--- src/tccs_pkg.sv ---
// Shared constants, codes and types of the text console cursor/scroll engine.
// No dependencies; every other file but tccs_ram refers to this package by scoped names.
`timescale 1ns / 1ps
`default_nettype none

package tccs_pkg;

  localparam int unsigned COLUMNS = 80;
  localparam int unsigned ROWS    = 25;
  localparam int unsigned CELLS   = COLUMNS * ROWS;

  localparam int unsigned FUNC_W = 2;
  localparam int unsigned CHAR_W = 8;
  localparam int unsigned ATTR_W = 8;
  localparam int unsigned CELL_W = CHAR_W + ATTR_W;
  localparam int unsigned POS_W  = 11;
  localparam int unsigned COL_W  = 8;

  localparam int unsigned QUEUE_DEPTH = 2;
  localparam int unsigned QPTR_W      = 1;
  localparam int unsigned QCNT_W      = 2;

  localparam logic [POS_W-1:0] CELLS_P    = POS_W'(CELLS);
  localparam logic [POS_W-1:0] LAST_CELL  = POS_W'(CELLS - 1);
  localparam logic [POS_W-1:0] COLS_P     = POS_W'(COLUMNS);
  localparam logic [POS_W-1:0] SCROLL_LEN = POS_W'(CELLS - COLUMNS);
  localparam logic [POS_W-1:0] SCROLL_END = POS_W'(CELLS - COLUMNS - 1);
  localparam logic [COL_W-1:0] COL_LAST   = COL_W'(COLUMNS - 1);

  localparam logic [ATTR_W-1:0] ATTR_RESET = 8'd7;

  localparam logic [CHAR_W-1:0] CH_NUL       = 8'd0;
  localparam logic [CHAR_W-1:0] CH_BACKSPACE = 8'd8;
  localparam logic [CHAR_W-1:0] CH_NEWLINE   = 8'd10;
  localparam logic [CHAR_W-1:0] CH_RETURN    = 8'd13;

  typedef enum logic [FUNC_W-1:0] {
    FUNC_PUT   = 2'd0,
    FUNC_CLEAR = 2'd1,
    FUNC_READ  = 2'd2
  } func_e;

  typedef enum logic [2:0] {
    OP_NOP,
    OP_PUT,
    OP_BACK,
    OP_NEWLINE,
    OP_CLEAR,
    OP_READ
  } op_e;

  typedef struct packed {
    op_e              op;
    logic [CHAR_W-1:0] ch;
    logic [POS_W-1:0]  idx;
  } cmd_t;

  typedef struct packed {
    logic init_busy;
  } status_t;

endpackage

`default_nettype wire

--- src/tccs_fifo.sv ---
// Short command queue between the front end and the back end.
// Depends on tccs_pkg for the command type and depth.
`timescale 1ns / 1ps
`default_nettype none

module tccs_fifo (
  input  wire logic           clk_i,
  input  wire logic           rst_ni,
  input  wire logic           push_i,
  input  wire tccs_pkg::cmd_t push_cmd_i,
  output logic                full_o,
  input  wire logic           pop_i,
  output logic                valid_o,
  output tccs_pkg::cmd_t      cmd_o
);

  tccs_pkg::cmd_t                 mem_q [tccs_pkg::QUEUE_DEPTH];
  logic [tccs_pkg::QPTR_W-1:0]    wr_ptr_q, wr_ptr_d;
  logic [tccs_pkg::QPTR_W-1:0]    rd_ptr_q, rd_ptr_d;
  logic [tccs_pkg::QCNT_W-1:0]    count_q, count_d;
  logic                           do_push, do_pop;

  assign full_o  = (count_q == tccs_pkg::QCNT_W'(tccs_pkg::QUEUE_DEPTH));
  assign valid_o = (count_q != '0);
  assign cmd_o   = mem_q[rd_ptr_q];
  assign do_push = push_i && !full_o;
  assign do_pop  = pop_i && valid_o;

  always_comb begin
    wr_ptr_d = do_push ? wr_ptr_q + 1'b1 : wr_ptr_q;
    rd_ptr_d = do_pop ? rd_ptr_q + 1'b1 : rd_ptr_q;
    count_d  = count_q;
    if (do_push && !do_pop) begin
      count_d = count_q + 1'b1;
    end else if (do_pop && !do_push) begin
      count_d = count_q - 1'b1;
    end
  end

  always_ff @(posedge clk_i or negedge rst_ni) begin
    if (!rst_ni) begin
      wr_ptr_q <= '0;
      rd_ptr_q <= '0;
      count_q  <= '0;
    end else begin
      wr_ptr_q <= wr_ptr_d;
      rd_ptr_q <= rd_ptr_d;
      count_q  <= count_d;
    end
  end

  always_ff @(posedge clk_i) begin
    if (do_push) begin
      mem_q[wr_ptr_q] <= push_cmd_i;
    end
  end

endmodule

`default_nettype wire

--- config.mk ---
export PLATFORM = sky130hd
export DESIGN_NAME = tccs_fifo
export DESIGN_NICKNAME = d
export VERILOG_FILES = /design/src/tccs_pkg.sv /design/src/tccs_fifo.sv
export SDC_FILE = /design/constraint.sdc
export NUM_CORES = 1
export LEC_CHECK = 0
export BUFFER_PORTS_ARGS = -buffer_cell sky130_fd_sc_hd__buf_2
export CAP_MARGIN = 5
export CORE_MARGIN = 2
export CORE_UTILIZATION = 50
export DETAILED_ROUTE_END_ITERATION = 8
export PLACE_DENSITY = 0.8
export RECOVER_POWER = 50
export SYNTH_ARGS = -nofsm -noshare
export SYNTH_HDL_FRONTEND = slang
export SYNTH_SLANG_ARGS = --single-unit
--- constraint.sdc ---
create_clock -name clk_i -period 2.4 [get_ports clk_i]
set_input_delay 0.48 -clock clk_i [delete_from_list [all_inputs] [get_ports clk_i]]
set_output_delay 0.48 -clock clk_i [all_outputs]
set_load 0.01 [all_outputs]
# Yosys cells after proc, flatten, opt, wreduce, memory -nomap -nowiden
# Memories as Yosys holds them, arrays and structs flattened.
# Cells that the tools add are included.
dict set report word_totals {
  reg_bits 4
  latch_bits 0
  mem_bits_rw 44
  mem_bits_ro 0
  out_inout_bits 24
  elab_cells 22
  mem_count 1
}
dict set report classes {
  addsub 4
  mul 0
  n_div 0
  magnitude_cmp 0
  n_eq_ne 1
  shifts 0
  n_mux 4
  bitwise 0
  reduce_logical 9
}
# memory depth width read_ports rd_ports_with_merged_regs wr line
set mem_list {}
lappend mem_list {mem_q 2 22 1 0 1 tccs_fifo.sv:17} ;# tccs_pkg::cmd_t mem_q [tccs_pkg::QUEUE_DEPTH];
# op count
set op_table {}
lappend op_table {{logical AND 1 bit} 4}
lappend op_table {{two-way mux 2 bit} 2}
lappend op_table {{nonzero test 2 bit} 2}
lappend op_table {{zero test 1 bit} 3}
lappend op_table {{adder 1 bit (second input constant)} 2}
lappend op_table {{adder 2 x 1 -> 2 bit (second input constant)} 1}
lappend op_table {{== test 2 bit (second input constant)} 1}
lappend op_table {{two-way mux 1 bit} 2}
lappend op_table {{subtractor 2 x 1 -> 2 bit (second input constant)} 1}

# Longest topological paths before layout
dict set report depth {
  ltp_word 7
  depth_mapped 7
}

# Least setup slack after synthesis
# OpenSTA, ideal clock, no wires.
dict set report synth_timing {
  path_kind {register -> register}
  from {register count_q[0] (netlist name)}
  to {memory mem_q[0][0] (netlist name) (enable)}
  arrival_time_ns 1.565
  required_time_ns 1.999
  slack_ns 0.435
  stages_incl_launch_ff 4
  cell_sequence {dfrtp_1 -> nand2b_1 -> nand2_1 -> nor2_1}
}
dict set report synth_between {
  elab_chain_len 5
}
# item line
set synth_rtl {}
lappend synth_rtl {{start, declared} tccs_fifo.sv:20} ;# logic [tccs_pkg::QCNT_W-1:0] count_q, count_d;
lappend synth_rtl {{start signal, assigned} tccs_fifo.sv:48} ;# count_q <= count_d;
lappend synth_rtl {{== test 2 bit} tccs_fifo.sv:23} ;# assign full_o = (count_q == tccs_pkg::QCNT_W'(tccs_pkg::QUEUE_DEPTH));
lappend synth_rtl {{zero test 1 bit} tccs_fifo.sv:26} ;# assign do_push = push_i && !full_o;
lappend synth_rtl {{logical AND 1 bit} tccs_fifo.sv:26}
lappend synth_rtl {{two-way mux 1 bit} tccs_fifo.sv:53} ;# if (do_push) begin
lappend synth_rtl {{two-way mux 1 bit (not written as such)} tccs_fifo.sv:54} ;# mem_q[wr_ptr_q] <= push_cmd_i;
lappend synth_rtl {{end, declared} tccs_fifo.sv:17}
# Every way passes these cells.

==> results by group <==
Power
  • Total power: between 0.002 and 0.0025 W
  • Share of power burned in registers: 0.520
  • Switching power: ~0.00072 W
  • Power Density: 1110 nW/um^2
  • Max VDD drop: 0.000712 V
  • Int Power: approximately 0.0017 W
  • Clk pwr share: 0.133
  • Switching share of power: 0.303
  • Pleak: between 0.8 and 0.9 nW
  • Combinational Power Share: 0.347

Setup path
  • Crit start category: register
  • Reg2reg setup slack: between 0.7 and 0.8 ns
  • Crit path from: rd_ptr_q
  • WP data required: between 1.5 and 2 ns
  • Crit end category: output port
  • Crit Path Class: register to output port
  • Crit path max fanout: 15
  • Worst R2R Start: count_q[0]
  • Crit path DAT: around 1.7 ns

Layout
  • Share of cells above drive strength 1: 0.469
  • Fillers: between 200 and 300
  • Post-Layout Inst Area: ~2100 sq um
  • Finished Core Util: 0.633
  • Area of the multi-input gates: 343 sq um
  • Layout Nets: 174
  • Antenna diodes: 0
  • Synth-to-Final Area Change: 19.7%
  • Storage element area: 1420 sq um

CTS
  • Post CTS Setup Buffer Count: 0
  • CTS tree: yes
  • Cts repair resizes: 0
  • Clk_lat worst skew: around 0.33 ns
  • CTS buffer count: 5
  • Clock transition at path regs: roughly 0.12 ns
  • Clock Sinks: 48
  • Clk Tree Root Cell: clkbuf_4
  • H-tree depth: 2
  • Max Buffers Root-to-Sink: 2

Logic synthesis
  • Syn_area_per_cell: slightly above 20 sq um
  • FFs w/ async S/R, synth: 0.0833
  • Mapped Area: 1790 sq um
  • Post-Synth Simple-Gate Area: 0.0203
  • Commonest cells post-synth: edfxtp_1 (44), mux2_2 (22), dfrtp_1 (4), xnor2_1 (3)
  • Mux contribution to synthesized area: 0.138
  • Register area share after synthesis: 0.793
  • EDFF count, synth: 44
  • Post-synthesis compound-gate area fraction: 0
  • Largest cells by area after synthesis: edfxtp_1 (74%), mux2_2 (14%), dfrtp_1 (5.6%)
  • Synthesized Nets: between 100 and 150
  • Post-synth top area share: 0.737
  • Ys Warns: 0
  • Synth Area in Adders: 0.00698
  • Seq cells post-synth: 48
  • Unique masters post-synth: 14
  • Cells after Synth: 87
  • Ys flop type: edfxtp_1
  • Main combinational cell family by area after synthesis: multiplexers
  • Most frequent cell after synthesis: edfxtp_1
  • Synth area leader: edfxtp_1
  • Synth Area in XOR/XNOR: 0.0244

Place
  • Gpl congestion: 0.684
  • DP Area: 2110 sq um
  • Post-DP HPWL: 2.10 mm
  • Buffers on Ports: 49

STA
  • Final hold violations: 0
  • Fmax: roughly 460 MHz
  • Worst rel slew slack: 0.583
  • Final Cycle Share: 0.909
  • Setup Skew: approximately 0.0079 ns
  • Final setup TNS: 0 ns
  • Unrepaired setup endpoints after global routing: no
  • Min Clock Period, post-route: about 2.2 ns
  • Final hold slack: around 0.33 ns
  • Final setup fails: 0
  • Pins over their slew limit: 0
  • Tightest Pin Transition: 0.626 ns

Route
  • Detailed-route DRC error count: 0
  • ANT nets after route: 0
  • Mean number of vias per cell: about 4.8
  • Initial drt markers: 13
  • Avg WL per Cell: about 15 um
  • Vias: between 900 and 1,000
  • First-pass DRT Iterations: 4
  • Total routed wirelength: approximately 2.8 mm

Die
  • Die ar.: 4080 sq um
  • Chip Width: 63.9 um
  • Area of the core: between 3000 and 4000 sq um
  • Core Rows: 21
  • Die Ht: 63.9 um
  • Initial core utilization: 0.529
  • IO Pins: 50

Global route
  • Largest net degree at the start of global routing: 16
  • First-pass GRT wire length: 4.44 mm
  • GRT Util Overall: 0.148
  • Total global routing overflow: 0
  • Vias in the first global route: around 970
  • Initial antenna violation count: 0

Hold path
  • HP Class: input port to register
  • Hold Crit Start: push_cmd_i[14]

Outcome
  • Run status: finished, final reports clean

Run
  • Max Cap Violations: 0
[power by group through the flow]
stage | sequential, W | clock [W] | combinational (W)
after floorplan | 0.00123 | 0 | 0.000570
after global placement | 0.00124 | 0 | 0.000823
after detailed placement | 0.00126 | 0 | 0.000853
after CTS | 0.00124 | 0.000330 | 0.000860
after global routing | 0.00126 | 0.000365 | 0.000902
final | 0.00124 | 0.000316 | 0.000826
[area by class of cell]
type                       instances  share of cell area
multi-input combinational         35               0.160
inverter                           2             0.00350
clock buffer                       6              0.0193
timing repair buffer              55               0.125
sequential                        48               0.663
tap                               46              0.0268
clock inverter                     1             0.00233
[path summary, 6_finish.rpt]
kind / depth (start not counted) / endpoint
max: 3 / cmd_o[6]
min: 1 / mem_q[0][14]
max reg2reg: 3 / mem_q[1][21]
min reg2reg: 1 / count_q[1]
max in group asynchronous: 2 / rd_ptr_q
min in group asynchronous: 2 / count_q[1]
[repair_timing]
action | 4_1_cts | 5_1_grt
hold buffers | 1 | 0
hold endpoints to repair | 4 | 0
setup endpoints to repair | 0 | 0
[cells in the final DEF, fill, tap and decap left out, types with 2 or more instances in the layout]
| cell | n |
|---|---|
| buf_4 | 3 |
| inv_1 | 2 |
| xnor2_1 | 3 |
| dfrtp_1 | 4 |
| xor2_1 | 2 |
| buf_2 | 36 |
| edfxtp_1 | 44 |
| mux2_2 | 22 |
| clkbuf_1 | 16 |
| clkbuf_4 | 5 |
[logic make-up after synthesis]
logic type,Yosys count
xor gates and xnor gates,5
DFF,48
adders and majority gates,1
muxes,22
buffers and inverters,4
and+or+nand+nor,7
[routing by layer]
layer | up-vias | track usage | part of all wire
li1 | 448 | - | -
met1 | 447 | 0.180 | 0.41
met2 | 39 | 0.250 | 0.51
met3 | 0 | 0.0599 | 0.075
met4 | 0 | 0.0326 | 0
met5 | - | 0 | 0
[registers in the layout, summed over array words and instances (netlist names)]
signal    cells
count_q       2
rd_ptr_q      1
mem_q        44
wr_ptr_q      1
[worst max-delay path: stages, from the launching register on]
cell,delay (ns)
dfrtp_1,0.56
buf_4,0.31
mux2_2,0.37
buf_2,0.14
[through the flow]
step | worst slack (ns) | cells
2_1_floorplan | 0.435 | 87
3_3_place_gp | 0.603 | 185
3_5_place_dp | 0.567 | 185
4_1_cts | 0.176 | 193
5_1_grt | 0.0941 | 193
6_report | 0.218 | 193
No activity file was read; power rests on OpenSTA's default activity.
