File: src/tccs_pkg.sv
// Shared constants, codes and types of the text console cursor/scroll engine.
// No dependencies; every other file but tccs_ram refers to this package by scoped names.
`timescale 1ns / 1ps
`default_nettype none

package tccs_pkg;

  localparam int unsigned COLUMNS = 80;
  localparam int unsigned ROWS    = 25;
  localparam int unsigned CELLS   = COLUMNS * ROWS;

  localparam int unsigned FUNC_W = 2;
  localparam int unsigned CHAR_W = 8;
  localparam int unsigned ATTR_W = 8;
  localparam int unsigned CELL_W = CHAR_W + ATTR_W;
  localparam int unsigned POS_W  = 11;
  localparam int unsigned COL_W  = 8;

  localparam int unsigned QUEUE_DEPTH = 2;
  localparam int unsigned QPTR_W      = 1;
  localparam int unsigned QCNT_W      = 2;

  localparam logic [POS_W-1:0] CELLS_P    = POS_W'(CELLS);
  localparam logic [POS_W-1:0] LAST_CELL  = POS_W'(CELLS - 1);
  localparam logic [POS_W-1:0] COLS_P     = POS_W'(COLUMNS);
  localparam logic [POS_W-1:0] SCROLL_LEN = POS_W'(CELLS - COLUMNS);
  localparam logic [POS_W-1:0] SCROLL_END = POS_W'(CELLS - COLUMNS - 1);
  localparam logic [COL_W-1:0] COL_LAST   = COL_W'(COLUMNS - 1);

  localparam logic [ATTR_W-1:0] ATTR_RESET = 8'd7;

  localparam logic [CHAR_W-1:0] CH_NUL       = 8'd0;
  localparam logic [CHAR_W-1:0] CH_BACKSPACE = 8'd8;
  localparam logic [CHAR_W-1:0] CH_NEWLINE   = 8'd10;
  localparam logic [CHAR_W-1:0] CH_RETURN    = 8'd13;

  typedef enum logic [FUNC_W-1:0] {
    FUNC_PUT   = 2'd0,
    FUNC_CLEAR = 2'd1,
    FUNC_READ  = 2'd2
  } func_e;

  typedef enum logic [2:0] {
    OP_NOP,
    OP_PUT,
    OP_BACK,
    OP_NEWLINE,
    OP_CLEAR,
    OP_READ
  } op_e;

  typedef struct packed {
    op_e              op;
    logic [CHAR_W-1:0] ch;
    logic [POS_W-1:0]  idx;
  } cmd_t;

  typedef struct packed {
    logic init_busy;
  } status_t;

endpackage

`default_nettype wire

File: src/tccs_req_if.sv
// Input channel of the console engine: valid/ready plus one request word.
// Depends on tccs_pkg for field widths.
`timescale 1ns / 1ps
`default_nettype none

interface tccs_req_if;
  logic                        valid;
  logic                        ready;
  logic [tccs_pkg::FUNC_W-1:0] func;
  logic [tccs_pkg::CHAR_W-1:0] char_code;
  logic [tccs_pkg::POS_W-1:0]  cell_index;

  modport source (output valid, func, char_code, cell_index, input ready);
  modport sink   (input valid, func, char_code, cell_index, output ready);
endinterface

`default_nettype wire

File: src/tccs_front.sv
// Front end: accepts request words and decodes them into queue commands.
// Depends on tccs_pkg and tccs_req_if.
`timescale 1ns / 1ps
`default_nettype none

module tccs_front (
  tccs_req_if.sink              req_i,
  input  wire tccs_pkg::status_t status_i,
  input  wire logic              queue_full_i,
  output logic                   push_o,
  output tccs_pkg::cmd_t         cmd_o
);

  assign req_i.ready = !status_i.init_busy && !queue_full_i;
  assign push_o      = req_i.valid && req_i.ready;

  always_comb begin
    cmd_o.ch  = req_i.char_code;
    cmd_o.idx = req_i.cell_index;
    case (req_i.func)
      tccs_pkg::FUNC_PUT: begin
        if (req_i.char_code == tccs_pkg::CH_NUL) begin
          cmd_o.op = tccs_pkg::OP_NOP;
        end else if (req_i.char_code == tccs_pkg::CH_BACKSPACE) begin
          cmd_o.op = tccs_pkg::OP_BACK;
        end else if (req_i.char_code == tccs_pkg::CH_NEWLINE ||
                     req_i.char_code == tccs_pkg::CH_RETURN) begin
          cmd_o.op = tccs_pkg::OP_NEWLINE;
        end else begin
          cmd_o.op = tccs_pkg::OP_PUT;
        end
      end
      tccs_pkg::FUNC_CLEAR: begin
        cmd_o.op = tccs_pkg::OP_CLEAR;
      end
      tccs_pkg::FUNC_READ: begin
        // off-screen reads return zeros, same as a no-op
        if (req_i.cell_index < tccs_pkg::CELLS_P) begin
          cmd_o.op = tccs_pkg::OP_READ;
        end else begin
          cmd_o.op = tccs_pkg::OP_NOP;
        end
      end
      default: begin
        cmd_o.op = tccs_pkg::OP_NOP;
      end
    endcase
  end

endmodule

`default_nettype wire

File: src/flat_wrapper.sv
// flat-port wrapper written by rule: the top's interface ports become plain ports
module tccs_front_flat 
  (status_i, queue_full_i, push_o, cmd_o, req_i_valid, req_i_func, req_i_char_code, req_i_cell_index, req_i_ready);
  tccs_req_if req_i_i ();
  input  wire tccs_pkg::status_t status_i;
  input  wire logic queue_full_i;
  output logic push_o;
  output tccs_pkg::cmd_t cmd_o;
  input wire logic [$bits(req_i_i.valid)-1:0] req_i_valid;
  input wire logic [$bits(req_i_i.func)-1:0] req_i_func;
  input wire logic [$bits(req_i_i.char_code)-1:0] req_i_char_code;
  input wire logic [$bits(req_i_i.cell_index)-1:0] req_i_cell_index;
  output wire logic [$bits(req_i_i.ready)-1:0] req_i_ready;
  assign req_i_i.valid = req_i_valid;
  assign req_i_i.func = req_i_func;
  assign req_i_i.char_code = req_i_char_code;
  assign req_i_i.cell_index = req_i_cell_index;
  assign req_i_ready = req_i_i.ready;
  tccs_front u_core (.req_i(req_i_i), .status_i(status_i), .queue_full_i(queue_full_i), .push_o(push_o), .cmd_o(cmd_o));
endmodule
File: config.mk
export PLATFORM = sky130hd
export DESIGN_NAME = tccs_front_flat
export DESIGN_NICKNAME = d
export VERILOG_FILES = /design/src/tccs_pkg.sv /design/src/tccs_req_if.sv /design/src/tccs_front.sv /design/src/flat_wrapper.sv
export SDC_FILE = /design/constraint.sdc
export NUM_CORES = 1
export LEC_CHECK = 0
export BUFFER_PORTS_ARGS = -buffer_cell sky130_fd_sc_hd__buf_2
export CAP_MARGIN = 30
export CORE_AREA = 2 2 39 41
export DETAILED_ROUTE_END_ITERATION = 6
export DIE_AREA = 0 0 41 43
export SETUP_SLACK_MARGIN = 0.4
export SLEW_MARGIN = 15
export SYNTH_ARGS = -nofsm -noshare
export SYNTH_HDL_FRONTEND = slang
export SYNTH_SLANG_ARGS = --single-unit
File: constraint.sdc
create_clock -name vclk -period 1.2
set_input_delay 0.12 -clock vclk [all_inputs]
set_output_delay 0.12 -clock vclk [all_outputs]
set_load 0.03 [all_outputs]
After elaboration in Yosys (flattened, before gate mapping)
Cells that the tools add are included.
- flip-flop bits (word level): 0
- input port bits: 24
- output and inout port bits: 24
- word-level logic and storage cells: 18
- magnitude comparators: 1
- equality and inequality tests: 5
- muxes and demuxes: 5
- reductions and logical operators: 7
- operators with widths (kind ; number):
    $eq 8x4->1 const B ; 3
    $lt 11x11->1 const B ; 1
    $mux 3 ; 3
    $pmux 3 s3 ; 1
    $logic_not 8->1 ; 1
    $eq 2x1->1 const B ; 1
    $eq 2x2->1 const B ; 1
    $logic_and 1x1->1 ; 2
    $logic_not 1->1 ; 2
    $logic_not 2->1 ; 1
    $mux 2 ; 1
    $logic_or 1x1->1 ; 1

Logic depth before layout (Yosys ltp)
Gate-level depths: netlist of the first run.
- depth after elaboration: 6
- gate-level depth with buffers: 3
- mapped depth without buffers: 3

Worst setup path after synthesis of the first run
OpenSTA, ideal clock, no wires.
- path type: input to output
- start point: input req_i_cell_index[5]
- end point: output cmd_o[19] (netlist name)
- arrival time: 1.208 ns
- required time: 1.080 ns
- path slack: -0.128 ns
- stages on the path: 3
- buffers on the path: 0
- path through: o211ai_1 nor2_1 a221oi_1
- RTL lines (item ; line ; RTL):
    start: declaration ; flat_wrapper.sv:12 ; input wire logic [$bits(req_i_i.cell_index)-1:0] req_i_cell_index;
    end: declaration ; flat_wrapper.sv:8 ; output tccs_pkg::cmd_t cmd_o;

==> qor.yml, run 1 <==
gp_congestion: 0.585
die_area_mm2: 0.00176
synth_most_common_cell: "buf_4"
synth_top_family_by_area: "buffers and inverters"
powerDensity_mw_per_mm2: 470
setup_viol: 2
slew_headroom: 0.829
finalHoldViolations: 0
synth_area_leaders: "buf_4 (62%), nor2_1 (4.9%), and4b_1 (4.3%), mux2i_1 (4.3%), o21ai_0 (4.3%)"
nClkBuffers: 0
violations: "negative setup slack"
hp-start: "req_i_cell_index[2]"
drt_iter0_markers: 3
max-cap-violations: 0
netlist_instances: 33
placed_cell_area_um2: 345
io_buffers: 40
routed_wl_um: 642
initial_utilization: 0.167
startpoint_type: "input port"
antenna_left: 0
die_w_um: 41
nets: 81
synth.avg_cell_area_um2: 7.01
max_clock_freq_mhz: 762
grtUsageTotal: 0.0621
synth-compound-area-share: 0.114
vdd_drop_max_v: 0.000160
final_core_util: 0.284
syn-num-nets: 57
final_area_um2: 393
core_area_mm2: 0.00138
rsz0062_at_grt: "true"
max_stage_delay_ns: 0.53
path_max_fanout: 2
synth_simple_gate_area_frac: 0.227
boundaryPins: 48
synthToLayoutAreaGrowth_pct: 69.7
synth.distinct_cells: 12
fin_ws_ns: -0.112
avgViaCountPerCell: 3.97
synth_commonest_cells: "buf_4 (19), nor2_1 (3), o21ai_0 (2)"
min_period_ns: 1.31
worstHoldEndpoint: "cmd_o[2]"
grt_max_degree: 5
antenna_cells: 0
end_kind: "output pin"
antenna_found_initial: 0
slew_viol_final: 0
worst_pin_slew_ns: 0.255
yosysWarnings: 0
fill_cells: 155
slowest_stage: "or4_4"
drive_above_1_share: 0.873
p_leak_nw: 0.211
synth-seq-area-share: 0
crit_type: "in2out"
synthAdderAreaFrac: 0
crit_chain: "buf_6, or4_4, nor2_4, and4b_2, buf_6"
drc: 0
grt_pass1_wl_um: 814
synth_top_area_frac: 0.616
die_height_um: 43
path_buf_inv: 2
crit_family: "simple AND/OR/NAND/NOR gates"
crit_top_cell: "buf_6"
post_cts.repair.setup_buffers: 0
grt_pass1_vias: 212
cts_hold_buf: 0
synth_area_um2: 231
status: "finished with violations"
worstPathRequired_ns: 1.08
num_rows: 14
ff_latch_area_um2: 0
hold_depth: 0
first_pass_iters: 3
cp_data_arrival_time_ns: 1.19
fin_crit_sh: 1.09
worstHoldPathType: "in2out"
synthMuxAreaShare: 0.0432
synth.largest_area_cell: "buf_4"
synth_xor_area_frac: 0
vias: 282
design.seq.count: 0
gr-total-overflow: 0
post_drt_wl_per_cell_um: 9.04
## routing by layer
metal	track usage	vias to the layer above	share of wire
li1	-	139	-
met1	0.0669	121	0.36
met2	0.122	22	0.52
met3	0.0105	0	0.12
met4	0	0	0
met5	0	-	0
## report_power, final
part | total, mW | switching, mW | internal, mW
clock | 0 | 0 | 0
sequential | 0 | 0 | 0
combinational | 0.185 | 0.113 | 0.0719
total | 0.185 | 0.113 | 0.0719
## stage by stage
stage | hold WS [ns] | power [mW] | TNS, ns | worst slack, ns | std cells
after detailed placement | 0.240 | 0.171 | -0.356 | -0.201 | 71
final | 0.240 | 0.185 | -0.201 | -0.112 | 71
after CTS | 0.240 | 0.182 | -0.323 | -0.169 | 71
after global routing | 0.240 | 0.196 | -0.262 | -0.140 | 71
after floorplan | 0.278 | 0.155 | -0.0196 | -0.0196 | 33
after global placement | 0.240 | 0.169 | -0.353 | -0.201 | 71
## how the worst max path moves through the flow
| stage | start | endpoint | slack (ns) | cells past startpoint |
|---|---|---|---|---|
| floorplan | req_i_char_code[5] | cmd_o[20] | -0.02 | 3 |
| global placement | req_i_char_code[5] | cmd_o[20] | -0.20 | 5 |
| detailed placement | req_i_char_code[5] | cmd_o[20] | -0.20 | 5 |
| CTS | req_i_char_code[6] | cmd_o[20] | -0.17 | 5 |
| global route | req_i_char_code[6] | cmd_o[20] | -0.14 | 5 |
| finish | req_i_char_code[6] | cmd_o[20] | -0.11 | 5 |
## cells in the final DEF, fill, tap and decap left out
cell      count
buf_2        33
a221oi_2      1
o21ai_1       1
o21ai_0       1
and2_2        1
nand3b_1      1
o211ai_1      1
clkbuf_4      1
nor3_1        1
nor2_1        1
nand3_1       1
mux2i_4       1
buf_4         2
nor2_4        2
and4b_2       1
or4_4         1
buf_6         5
## final cells by class
type | instances | area (µm²) | area share
multi-input combinational | 14 | 129 | 0.328
tap | 16 | 20.0 | 0.0510
timing repair buffer | 41 | 244 | 0.621
## cell families (layout without fill, tap and decap cells)
| kind of cell | after synthesis | count (layout) |
|---|---|---|
| compound gates | 4 | 4 |
| simple gates | 9 | 9 |
| mux | 1 | 1 |
| buf+inv | 19 | 41 |
## what timing repair did
action,4_1_cts,5_1_grt
pin swaps,3,3
setup endpoints to repair,3,4
resized for setup,8,4
(Power assumes the default switching activity.)
==> run 2, diff against run 1 <==
--- a/config.mk
+++ b/config.mk
@@ -5,11 +5,14 @@
 export SDC_FILE = /design/constraint.sdc
 export NUM_CORES = 1
 export LEC_CHECK = 0
+export ABC_AREA = 1
 export BUFFER_PORTS_ARGS = -buffer_cell sky130_fd_sc_hd__buf_2
 export CAP_MARGIN = 30
 export CORE_AREA = 2 2 39 41
 export DETAILED_ROUTE_END_ITERATION = 6
 export DIE_AREA = 0 0 41 43
+export PLACE_DENSITY = 0.67
+export RECOVER_POWER = 50
 export SETUP_SLACK_MARGIN = 0.4
 export SLEW_MARGIN = 15
 export SYNTH_ARGS = -nofsm -noshare
==> run 2 against run 1 <==
  * The run now ends clean
  * Wire length rose by 24%
  * Critical path depth rose by 2
  * Sequential cell count did not move
  * Non-clock buffer count fell by 1
  * Clock-buffer cell count did not move
  * Area after synthesis rose by 34%
  * Worst hold slack barely moved
  * Design area rose by 36%
  * Combinational power rose by 26%
  * Via count rose by 42%
  * Critical path type unchanged
  * Largest power group unchanged
  * Highest routed layer unchanged
==> qor.yml, run 2 <==
crit_top_cell: "buf_6"
routed_wl_um: 795  # +24%
fin_tns_setup_ns: 0  # +0.201 ns
yosysWarnings: 0  # unchanged
synth.avg_cell_area_um2: 5.33  # -24%
initial_utilization: 0.223  # +0.0561
slew_viol_final: 0  # unchanged
die_w_um: 41  # unchanged
crit_chain: "buf_6, inv_6, nand2_4, nor3_2, nor2_2, nor2_4, buf_6"
drc: 0  # unchanged
nets: 105  # +30%
antenna_found_initial: 0  # unchanged
core_area_mm2: 0.00138  # unchanged
startpoint_type: "input port"
max_stage_delay_ns: 0.16  # -0.37 ns
hp-start: "req_i_cell_index[1]"
setup_viol: 0  # -2
rsz0062_at_grt: "true"
antenna_cells: 0  # unchanged
slew_headroom: 0.757  # -0.0721
cp_data_arrival_time_ns: 0.78  # -0.41 ns
vias: 401  # +42%
die_area_mm2: 0.00176  # unchanged
netlist_instances: 58  # +76%
met2RoutedLength_um: 447  # +33%
die_height_um: 43  # unchanged
vdd_drop_max_v: 0.000171  # +6.8%
ff_latch_area_um2: 0  # unchanged
design.seq.count: 0  # unchanged
highest_layer: "met3"
worstPathRequired_ns: 1.08  # about the same
finalHoldViolations: 0  # unchanged
post_drt_wl_per_cell_um: 8.37  # -7.5%
powerDensity_mw_per_mm2: 435  # -7.5%
max-cap-violations: 0  # unchanged
synth.largest_area_cell: "buf_4"
end_kind: "output pin"
drive_above_1_share: 0.684  # -0.189
p_leak_nw: 0.272  # +29%
synth_top_area_frac: 0.462  # -0.155
synth_most_common_cell: "buf_4"
path_buf_inv: 3  # +1
total_power_uw: 233  # +26%
wl_met1_um: 248  # +8.8%
boundaryPins: 48  # unchanged
min_period_ns: 0.901  # -0.411 ns
worstHoldPathType: "in2out"
num_rows: 14  # unchanged
status: "finished clean"
layout.cells.non_filler: 95  # +34%
synth.distinct_cells: 11  # -1
syn-num-nets: 82  # +44%
synth-seq-area-share: 0  # unchanged
hpwl_um: 648
path_max_fanout: 4  # +2
dp.cells: 95  # +34%
grt_pass1_wl_um: 1060  # +30%
synthToLayoutAreaGrowth_pct: 73.3
dr_wl_met3_um: 99  # +27%
worst_pin_slew_ns: 0.367  # +0.112 ns
drt_iter0_markers: 1  # -2
max_clock_freq_mhz: 1110  # +46%
hold_depth: 0  # unchanged
whs_ns: 0.240  # -0.0000310 ns
fin_crit_sh: 0.751  # -0.342
antenna_left: 0  # unchanged
crit_family: "simple AND/OR/NAND/NOR gates"
avgViaCountPerCell: 4.22  # +6.3%
grtUsageTotal: 0.0779  # +0.0159
synth_commonest_cells: "buf_4 (19), nand2_1 (11), inv_1 (8), nor2_1 (8), nand3_1 (4)"
first_pass_iters: 2  # -1
cts_hold_buf: 0  # unchanged
layout_common_cells: "buf_2 (17), buf_6 (15), clkbuf_1 (8), nand2_1 (7), inv_2 (6)"
nClkBuffers: 0  # unchanged
grt_pass1_vias: 308  # +45%
gp_congestion: 0.653  # +12%
worstHoldEndpoint: "cmd_o[1]"
mostFrequentLayoutCell: "buf_2"
slowest_stage: "nor3_2"
grt_max_degree: 6  # +1
synth_area_um2: 309  # +34%
final_core_util: 0.387  # +0.103
crit_type: "in2out"
synth_area_leaders: "buf_4 (46%), nand2_1 (13%), inv_1 (9.7%), nor2_1 (9.7%), nand3_1 (6.5%)"
io_buffers: 40  # unchanged
gr-total-overflow: 0  # unchanged
-- run 2: cell types whose count changed after synthesis, moves of 2 or more --
cell     change
nor2_1       +5
nand4_1      +2
inv_1        +8
nand2_1     +11
nand3_1      +3
-- run 2: what timing repair did --
item / in CTS / in global routing
setup endpoints to repair: 3 / 3
resized for setup: 39 / 6
buffers inserted: 0 / 0
pin swaps: 15 / 10
-- run 2: cell type report --
| cell class | instances | area, µm² |
|---|---|---|
| inverter | 9 | 41.3 |
| fill | 158 | 848 |
| multi-input combinational | 30 | 190 |
| timing repair buffer | 40 | 284 |
| tap | 16 | 20.0 |
-- run 2: worst max-delay path by stage --
stage,from,to,slack [ns],cells after the start
after global routing,req_i_char_code[5],cmd_o[19],0.24,8
after detailed placement,req_i_char_code[4],cmd_o[20],0.20,7
final,req_i_char_code[2],cmd_o[20],0.30,7
after global placement,req_i_char_code[4],cmd_o[20],0.21,7
after CTS,req_i_char_code[2],cmd_o[20],0.29,7
after floorplan,req_i_char_code[4],cmd_o[20],0.42,5
-- run 2: cells by family after synthesis --
logic type / share of synthesized area
AOI/OAI and AO/OA: 0.0324
and+or+nand+nor: 0.397
buffers and inverters: 0.571
-- run 2: routing by layer --
metal / up-vias / track usage
li1: 202 / -
met1: 174 / 0.0728
met2: 25 / 0.169
met3: 0 / 0.00524
met4: 0 / 0
met5: - / 0
-- run 2: per-stage QoR --
step	cell area, µm²	setup WS (ns)
after global routing	536	0.244
after CTS	522	0.295
final	536	0.299
after global placement	399	0.208
after detailed placement	399	0.202
after floorplan	322	0.416
-- run 2: power by group --
group          switching (mW)  leakage (nW)  internal, mW  total [mW]
Combinational           0.139         0.272        0.0934       0.233
Sequential                  0             0             0           0
Clock                       0             0             0           0
Total                   0.139         0.272        0.0934       0.233
==> run 3, diff against run 2 <==
==> constraint.sdc (replaced) <==
create_clock -name vclk -period 0.88
set_input_delay 0.088 -clock vclk [all_inputs]
set_output_delay 0.088 -clock vclk [all_outputs]
set_load 0.03 [all_outputs]
==> run 3 against run 2 <==
  * Global-route usage is 0.80 points higher
  * Design area is 17% higher
  * Wire length is 5.8% higher
  * First-iteration DRC count is 100% higher
  * Setup slack worse by 0.24 ns
  * Core utilization is 6.5 points higher
  * Combinational power is 56% higher
==> qor.yml, run 3 (synthesis gave the netlist of run 2 again) <==
post_drt_wl_per_cell_um: 8.85  # +5.8%
setup_viol: 0  # unchanged
slew_headroom: 0.756  # about the same
die_area_mm2: 0.00176  # unchanged
grt_max_degree: 6  # unchanged
layout_common_cells: "buf_2 (17), buf_6 (9), clkbuf_1 (8), nand2_1 (5)"
nets: 105  # unchanged
design.seq.count: 0  # unchanged
hp-start: "req_i_cell_index[1]"
end_kind: "output pin"
vdd_drop_max_v: 0.000240  # +40%
startpoint_type: "input port"
max_clock_freq_mhz: 1220
core_area_mm2: 0.00138  # unchanged
path_max_fanout: 4  # unchanged
first_pass_iters: 3  # +1
hold_depth: 0  # unchanged
powerDensity_mw_per_mm2: 582  # +34%
gp_congestion: 0.618  # -5.4%
drive_above_1_share: 0.734  # +0.0506
num_rows: 14  # unchanged
slew_viol_final: 0  # unchanged
vias: 397  # -1.0%
io_buffers: 40  # unchanged
boundaryPins: 48  # unchanged
rsz0062_at_grt: "true"
grt_pass1_vias: 314  # +1.9%
grt_pass1_wl_um: 1140  # +7.9%
crit_type: "in2out"
worst_pin_slew_ns: 0.368  # +0.00101 ns
final_area_um2: 626  # +17%
synthToLayoutAreaGrowth_pct: 102
hpwl_um: 651  # +0.37%
initial_utilization: 0.223  # unchanged
max-cap-violations: 0  # unchanged
routed_wl_um: 841  # +5.8%
ff_latch_area_um2: 0  # unchanged
fill_cells: 148  # -6.3%
min_period_ns: 0.817
cts_hold_buf: 0  # unchanged
worstPathRequired_ns: 0.79  # -0.29 ns
whs_ns: 0.176  # -0.0640 ns
status: "finished clean"
die_height_um: 43  # unchanged
die_w_um: 41  # unchanged
startpoint: "req_i_char_code[2]"
nClkBuffers: 0  # unchanged
grtUsageTotal: 0.0859  # +0.00799
antenna_left: 0  # unchanged
worstHoldPathType: "in2out"
placed_cell_area_um2: 477  # +19%
gr-total-overflow: 0  # unchanged
antenna_found_initial: 0  # unchanged
antenna_cells: 0  # unchanged
cp_data_arrival_time_ns: 0.73  # -0.05 ns
fin_crit_sh: 0.928
p_leak_nw: 0.298  # +9.7%
drt_iter0_markers: 2  # +1
drc: 0  # unchanged
worstHoldEndpoint: "cmd_o[1]"
avgViaCountPerCell: 4.18  # -1.0%
post_cts.repair.setup_buffers: 0  # unchanged
finalHoldViolations: 0  # unchanged
mostFrequentLayoutCell: "buf_2"
[run 3: cell types whose count changed in the layout (fill, tap and decap cells not counted), sizes merged]
cell,before,now
clkinv,0,1
inv,9,8
[run 3: area by class of cell]
type,instances,area [µm²],area share
inverter,9,72.6,0.116
tap,16,20.0,0.0320
multi-input combinational,30,224,0.358
timing repair buffer,40,309,0.494
[run 3: layer usage]
metal,track usage,routed length [µm]
met1,0.0854,254
met2,0.181,512
met3,0,67
met4,0.00667,6
met5,0,0
[run 3: power breakdown]
part           total [mW]  switching, mW  internal [mW]
Clock                   0              0              0
Combinational       0.364          0.212          0.152
Sequential              0              0              0
Total               0.364          0.212          0.152
[run 3: critical path, cell delays in order]
cell and delay (ns):
buf_12 0.12, inv_16 0.05, nand2_1 0.04, nor2_1 0.10, nand2_1 0.06, nand3_1 0.09, nand2_2 0.05, buf_6 0.13
[run 3: what timing repair did]
action / in CTS / in global routing
pin swaps: 11 / 13
endpoints found under the setup margin: 10 / 6
gates resized for setup: 32 / 16
[run 3: through the flow]
| step | power [mW] | std cells | util | worst slack (ns) | setup TNS, ns |
|---|---|---|---|---|---|
| after global routing | 0.388 | 95 | 0.452 | 0.00823 | 0 |
| after detailed placement | 0.290 | 95 | 0.344 | -0.0981 | -0.133 |
| after CTS | 0.345 | 95 | 0.423 | 0.0504 | 0 |
| after global placement | 0.288 | 95 | 0.344 | -0.0930 | -0.123 |
| after floorplan | 0.256 | 58 | - | 0.200 | 0 |
| final | 0.364 | 95 | 0.452 | 0.0630 | 0 |
[run 3: worst max path at each step]
stage | depth (start not counted) | end | slack [ns]
2_1_floorplan | 5 | cmd_o[20] | 0.20
3_3_place_gp | 7 | cmd_o[20] | -0.09
3_5_place_dp | 7 | cmd_o[20] | -0.1
4_1_cts | 8 | cmd_o[19] | 0.05
5_1_grt | 7 | cmd_o[20] | 0.008
6_report | 8 | cmd_o[19] | 0.06
